<file path="config.mk">
export PLATFORM = sky130hd
export DESIGN_NAME = uvs_div_cell
export DESIGN_NICKNAME = d
export VERILOG_FILES = /design/src/hdl/uv_sphere_vertex_generator_top_assert.svh /design/src/hdl/uvs_div_cell.sv
export SDC_FILE = /design/constraint.sdc
export NUM_CORES = 1
export LEC_CHECK = 0
export ABC_AREA = 0
export BUFFER_PORTS_ARGS = -buffer_cell sky130_fd_sc_hd__clkbuf_2
export CAP_MARGIN = 15
export CELL_PAD_IN_SITES_DETAIL_PLACEMENT = 1
export CELL_PAD_IN_SITES_GLOBAL_PLACEMENT = 1
export CORE_ASPECT_RATIO = 1.4
export CORE_UTILIZATION = 35
export DETAILED_ROUTE_END_ITERATION = 6
export GPL_ROUTABILITY_DRIVEN = 0
export HOLD_SLACK_MARGIN = 0.08
export PLACE_DENSITY = 0.86
export SKIP_LAST_GASP = 1
export SYNTH_ARGS = -nofsm -noshare
export SYNTH_HDL_FRONTEND = slang
export SYNTH_SLANG_ARGS = --single-unit
export TNS_END_PERCENT = 30
</file>
<file path="constraint.sdc">
create_clock -name clock -period 2.75 [get_ports clock]
set_input_delay 0.1375 -clock clock [delete_from_list [all_inputs] [get_ports clock]]
set_output_delay 0.1375 -clock clock [all_outputs]
set_load 0.02 [all_outputs]
</file>
<file path="src/hdl/uv_sphere_vertex_generator_top_assert.svh">
// assertion macros for the uv sphere vertex generator
// depends on a clock named clock and a reset named reset in the using module
`ifndef UV_SPHERE_VERTEX_GENERATOR_TOP_ASSERT_SVH
`define UV_SPHERE_VERTEX_GENERATOR_TOP_ASSERT_SVH

// property holds at every edge outside reset
`define UVS_ASSERT_NOW(lbl, pre, post) \
   lbl: assert property (@(posedge clock) disable iff (reset) (pre) |-> (post)) \
      else $error("uvs check failed");

// property holds at the edge after the trigger
`define UVS_ASSERT_NEXT(lbl, pre, post) \
   lbl: assert property (@(posedge clock) disable iff (reset) (pre) |=> (post)) \
      else $error("uvs check failed");

`endif

</file>
<file path="src/hdl/uvs_div_cell.sv">
// one restoring division step, registered
// depends on nothing but its ports
`default_nettype none
module uvs_div_cell (
   input  wire logic        clock,
   input  wire logic        adv,
   input  wire logic [10:0] rem_i,
   input  wire logic [32:0] num_i,
   input  wire logic [32:0] quo_i,
   input  wire logic [10:0] div_i,
   output logic      [10:0] rem_o,
   output logic      [32:0] num_o,
   output logic      [32:0] quo_o,
   output logic      [10:0] div_o
);
   logic [10:0] rem_ff, rem_in;
   logic [32:0] num_ff, quo_ff;
   logic [10:0] div_ff;
   logic [11:0] trial;
   logic        fits;

   always_comb begin
      trial  = {rem_i, num_i[32]};
      fits   = trial >= {1'b0, div_i};
      rem_in = fits ? 11'(trial - {1'b0, div_i}) : trial[10:0];
   end

   always_ff @(posedge clock) begin
      if (adv) begin
         rem_ff <= rem_in;
         num_ff <= {num_i[31:0], 1'b0};
         quo_ff <= {quo_i[31:0], fits};
         div_ff <= div_i;
      end
   end

   assign rem_o = rem_ff;
   assign num_o = num_ff;
   assign quo_o = quo_ff;
   assign div_o = div_ff;
endmodule
`default_nettype wire

</file>
; ---- Word-level counts from Yosys, hierarchy flattened
; Index checks and enable logic that the tools add are counted.
[classes]
addsub = 1
mux = 1
n_lt_le_gt_ge = 1
[op_table]
columns = cell, n
row1 = 12-bit by 11-bit greater-or-equal comparator with 1-bit output, 1
row2 = 11-bit two-way mux, 1
row3 = 11-bit subtractor, 1
[word_totals]
output_inout_bits = 88
regBits = 87
input_bits = 90
elab_cells = 7

; ---- Logic depth before layout (Yosys ltp)
[logic_depth]
ltp_word = 2
depth_mapped = 10
ltp_nobuf = 9

; ---- Worst setup path after synthesis
; Ideal clock, no wire load.
[synth_timing]
path_type = in2reg
start = in num_i[32]
end = reg rem_ff[2], in the netlist rem_o[2], data pin
stages = 10
path_slack_ps = 741
t_required_ps = 2496
setup_ps = 254
arrival_time_ps = 1755
n_path_buf = 1
cell_sequence = inv_1 > ha_1 > fa_1 > and2b_1 > o21ai_2 > a311oi_2 > o2bb2ai_2 > buf_6 > nand2_1 > o21ai_2
[synth_via]
elab_chain_len = 2
elab_cells_between_ends = 3
cone_classes = add/sub: 1 / order compare: 1 / mux: 1
[synth_lines]
columns = element, line
row1 = start: declaration, uvs_div_cell.sv:8  ; input wire logic [32:0] num_i,
row2 = 11-bit subtractor / 12-bit by 11-bit greater-or-equal comparator with 1-bit output (equally long branches), "uvs_div_cell.sv:25, uvs_div_cell.sv:24"
row3 = 11-bit two-way mux (*), uvs_div_cell.sv:25  ; rem_in = fits ? 11'(trial - {1'b0, div_i}) : trial[10:0];
row4 = net rem_in[2], uvs_div_cell.sv:16  ; logic [10:0] rem_ff, rem_in;
row5 = end signal: assignment, uvs_div_cell.sv:30  ; rem_ff <= rem_in;
row6 = end: declaration, uvs_div_cell.sv:16
; Mark *: on every way through the listed nets, which the timed path passes. The rest lies on a longest branch.
; A chain may end at the register's enable or synchronous reset.

; ---- Worst setup path after layout
[layout_timing]
start = in div_i[0]
end = reg rem_ff[4], in the netlist rem_o[4], data pin
[layout_via]
elab_chain_len = 2
elab_cells_between_ends = 3
cone_classes = add/sub: 1 / order compare: 1 / mux: 1
[layout_lines]
columns = element, line
row1 = start: declaration, uvs_div_cell.sv:10  ; input wire logic [10:0] div_i,
row2 = 11-bit subtractor / 12-bit by 11-bit greater-or-equal comparator with 1-bit output (equally long branches), "uvs_div_cell.sv:25, uvs_div_cell.sv:24"
row3 = 11-bit two-way mux (*), uvs_div_cell.sv:25
row4 = net rem_in[4], uvs_div_cell.sv:16
; Marks and branches as above.

==> flow_summary.yaml <==
route:
  antenna_left: 0
  dr.pass1.iters: 4
  vias: 2816
  drt_first_iter_violations: 107
  wl_microns: 11700
  drc: 0
  wl_per_cell_microns: 20.4
  viasPerCell: 4.91
timing:
  maxSlewHeadroom_pct: 59.1
  tns_ns: 0
  setup_viol: 0
  final.period_utilization_pct: 96.2
  max_slew.worst_pin.slew_ns: 0.613
  final_hold_viol_count: 0
  fin_crit_ns: 2.65
  drv_slew: 0
  grt_setup_unrepaired: "false"
  whs_ns: 0.109
  clock.fmax_ghz: 0.378
finish:
  layout.nets: 561
  drive_gt1_share_pct: 43.5
  diodes: 0
  syn_to_final_growth_pct: 60.8
logic_synthesis:
  synth_ff_type: "edfxtp_1"
  syn_area_per_cell_sq_um: 17.0
  yosysTopAreaCell: "edfxtp_1"
  ys_ff_latch: 87
  async_flop_share_pct: 0
  synthTopCellsByArea: "edfxtp_1, ha_1, nand2_1"
  yosysMostFrequentCell: "edfxtp_1"
  syn_inst: 199
  syn_nets: 301
  ys_types: 37
  synth_edf_count: 87
  synth_area_sq_um: 3380
  synthTopCellsByCount: "edfxtp_1, nand2_1, inv_1"
  synth_seq_area_share_pct: 77.3
  synth_top_area_share_pct: 77.3
  yosysWarnings: 0
clock_network:
  path_clk_slew_ns: 0.07
  ctsRootBufferMaster: "clkbuf_16"
  cts_tree: "yes"
  clock_path_buffers: 2
  htreeDepth: 3
  postCtsSetupBuffers: 0
  cts_sinks: 87
  cts_buffers: 9
power_and_ir_drop:
  seqPwrFrac_pct: 46.8
  power_per_cell_area_nw_per_um2: 648
  netSwitchingPower_uw: 953
  internal_power_uw: 2570
  pwr-share-comb_pct: 18.9
  fin_total_pwr_uw: 3520
  peakVddDrop_uv: 328
  swShare_pct: 27.1
  p_clk_share_pct: 34.3
  p_leak_uw: 0.00242
flow_run:
  cap_violations: 0
worst_setup_path:
  cp.required_ns: 2.89
  worstPathMaxFanout: 21
  worstSetupPathType: "in -> reg"
  start_kind: "primary input"
  worstPathArrival_ns: 2.78
  end_kind: "register"
grt:
  grt_pass1_vias: 3061
  grt_max_degree: 46
  grt.total_usage_pct: 23.6
  grt_pass1_wl_microns: 17300
  grt-ovfl-total: 0
  antenna_found_initial: 1
floorplan:
  die_w_microns: 85.0
  rows: 42
  die_y_microns: 118
  start_util_pct: 35.9
  core-area_sq_um: 9410
  ios: 178
  die_area_sq_um: 10100
placement:
  dp_hpwl_microns: 6420
  io_buffers: 175
min_path:
  hp-class: "in -> reg"
run_status:
  status: "complete, no violations"
placed cells by master (no fill, tap or decap), drive strengths merged, types with 2 or more instances in the layout:
cell type,count
buf,3
o211ai,2
nand2,19
o21ai,13
xnor2,2
nand2b,3
o31ai,2
and3,2
a21oi,7
ha,11
xor2,4
inv,17
nor2,5
clkbuf,184
nand4,3
nor2b,2
a21o,2
edfxtp,87
dlygate4sd3,75
clkinv,4
worst max-delay path, stage by stage:
cell and delay (ns):
dlygate4sd3_1 0.54, clkbuf_2 0.12, ha_1 0.20, fa_1 0.41, and2b_1 0.26, o21ai_2 0.07
a311oi_2 0.42, o2bb2ai_4 0.29, o31ai_1 0.33
logic make-up (layout without fill, tap and decap cells):
| kind of cell | count (synthesis) | after routing | synth area share, % |
|---|---|---|---|
| other | 1 | 1 | 0.111 |
| xor gates and xnor gates | 6 | 6 | 1.56 |
| buffers and inverters | 19 | 284 | 2.67 |
| and+or+nand+nor | 39 | 39 | 5.56 |
| adders and majority gates | 12 | 12 | 4.67 |
| DFF | 87 | 87 | 77.3 |
| AOI/OAI and AO/OA | 35 | 35 | 8.11 |
final timing paths:
check,startpoint,to,slack (ns),depth (start not counted)
setup / recovery,div_i[0],rem_o[4],0.10,9
hold / removal,rem_i[7],rem_o[8],0.11,3
per-layer routing:
layer	vias up	GRT usage, %	part of all wire (%)
met4	2	10.3	3.5
met1	1386	22.3	32
li1	1271	-	-
met2	124	47.1	59
met5	-	0	0.11
met3	33	4.89	6.0
per-stage QoR:
step                cell area (sq um)  worst slack, ns  cells  utilization (%)
floorplan                        3380            0.741    199                -
global placement                 4380            0.214    483             46.6
detailed placement               4380            0.170    483             46.6
CTS                              5420           0.0255    574             57.6
global route                     5430          0.00324    574             57.7
finish                           5430            0.104    574             57.7
state kept, by name (all words and copies together), names as in the netlist:
signal,cells
rem_o,11
div_o,11
num_o,32
quo_o,33
power by group through the flow:
stage	registers (uW)	logic, uW	clock network, uW
3_5_place_dp	1660	555	0
3_3_place_gp	1650	539	0
2_1_floorplan	1810	166	0
6_report	1650	666	1210
4_1_cts	1640	645	1200
5_1_grt	1660	707	1270
area by class of cell:
class	instances	area, sq um
fill	962	3980
tap	110	138
multi-input combinational	93	688
timing repair buffer	252	1640
inverter	16	60.1
clock inverter	6	60.1
sequential	87	2610
clock buffer	10	229
timing repair:
| action | CTS | global route |
|---|---|---|
| setup endpoints to repair | 0 | 11 |
| resized for setup | 0 | 1 |
| hold endpoints to repair | 75 | 0 |
| hold buffers | 75 | 0 |
No activity file was read; power rests on OpenSTA's default activity.
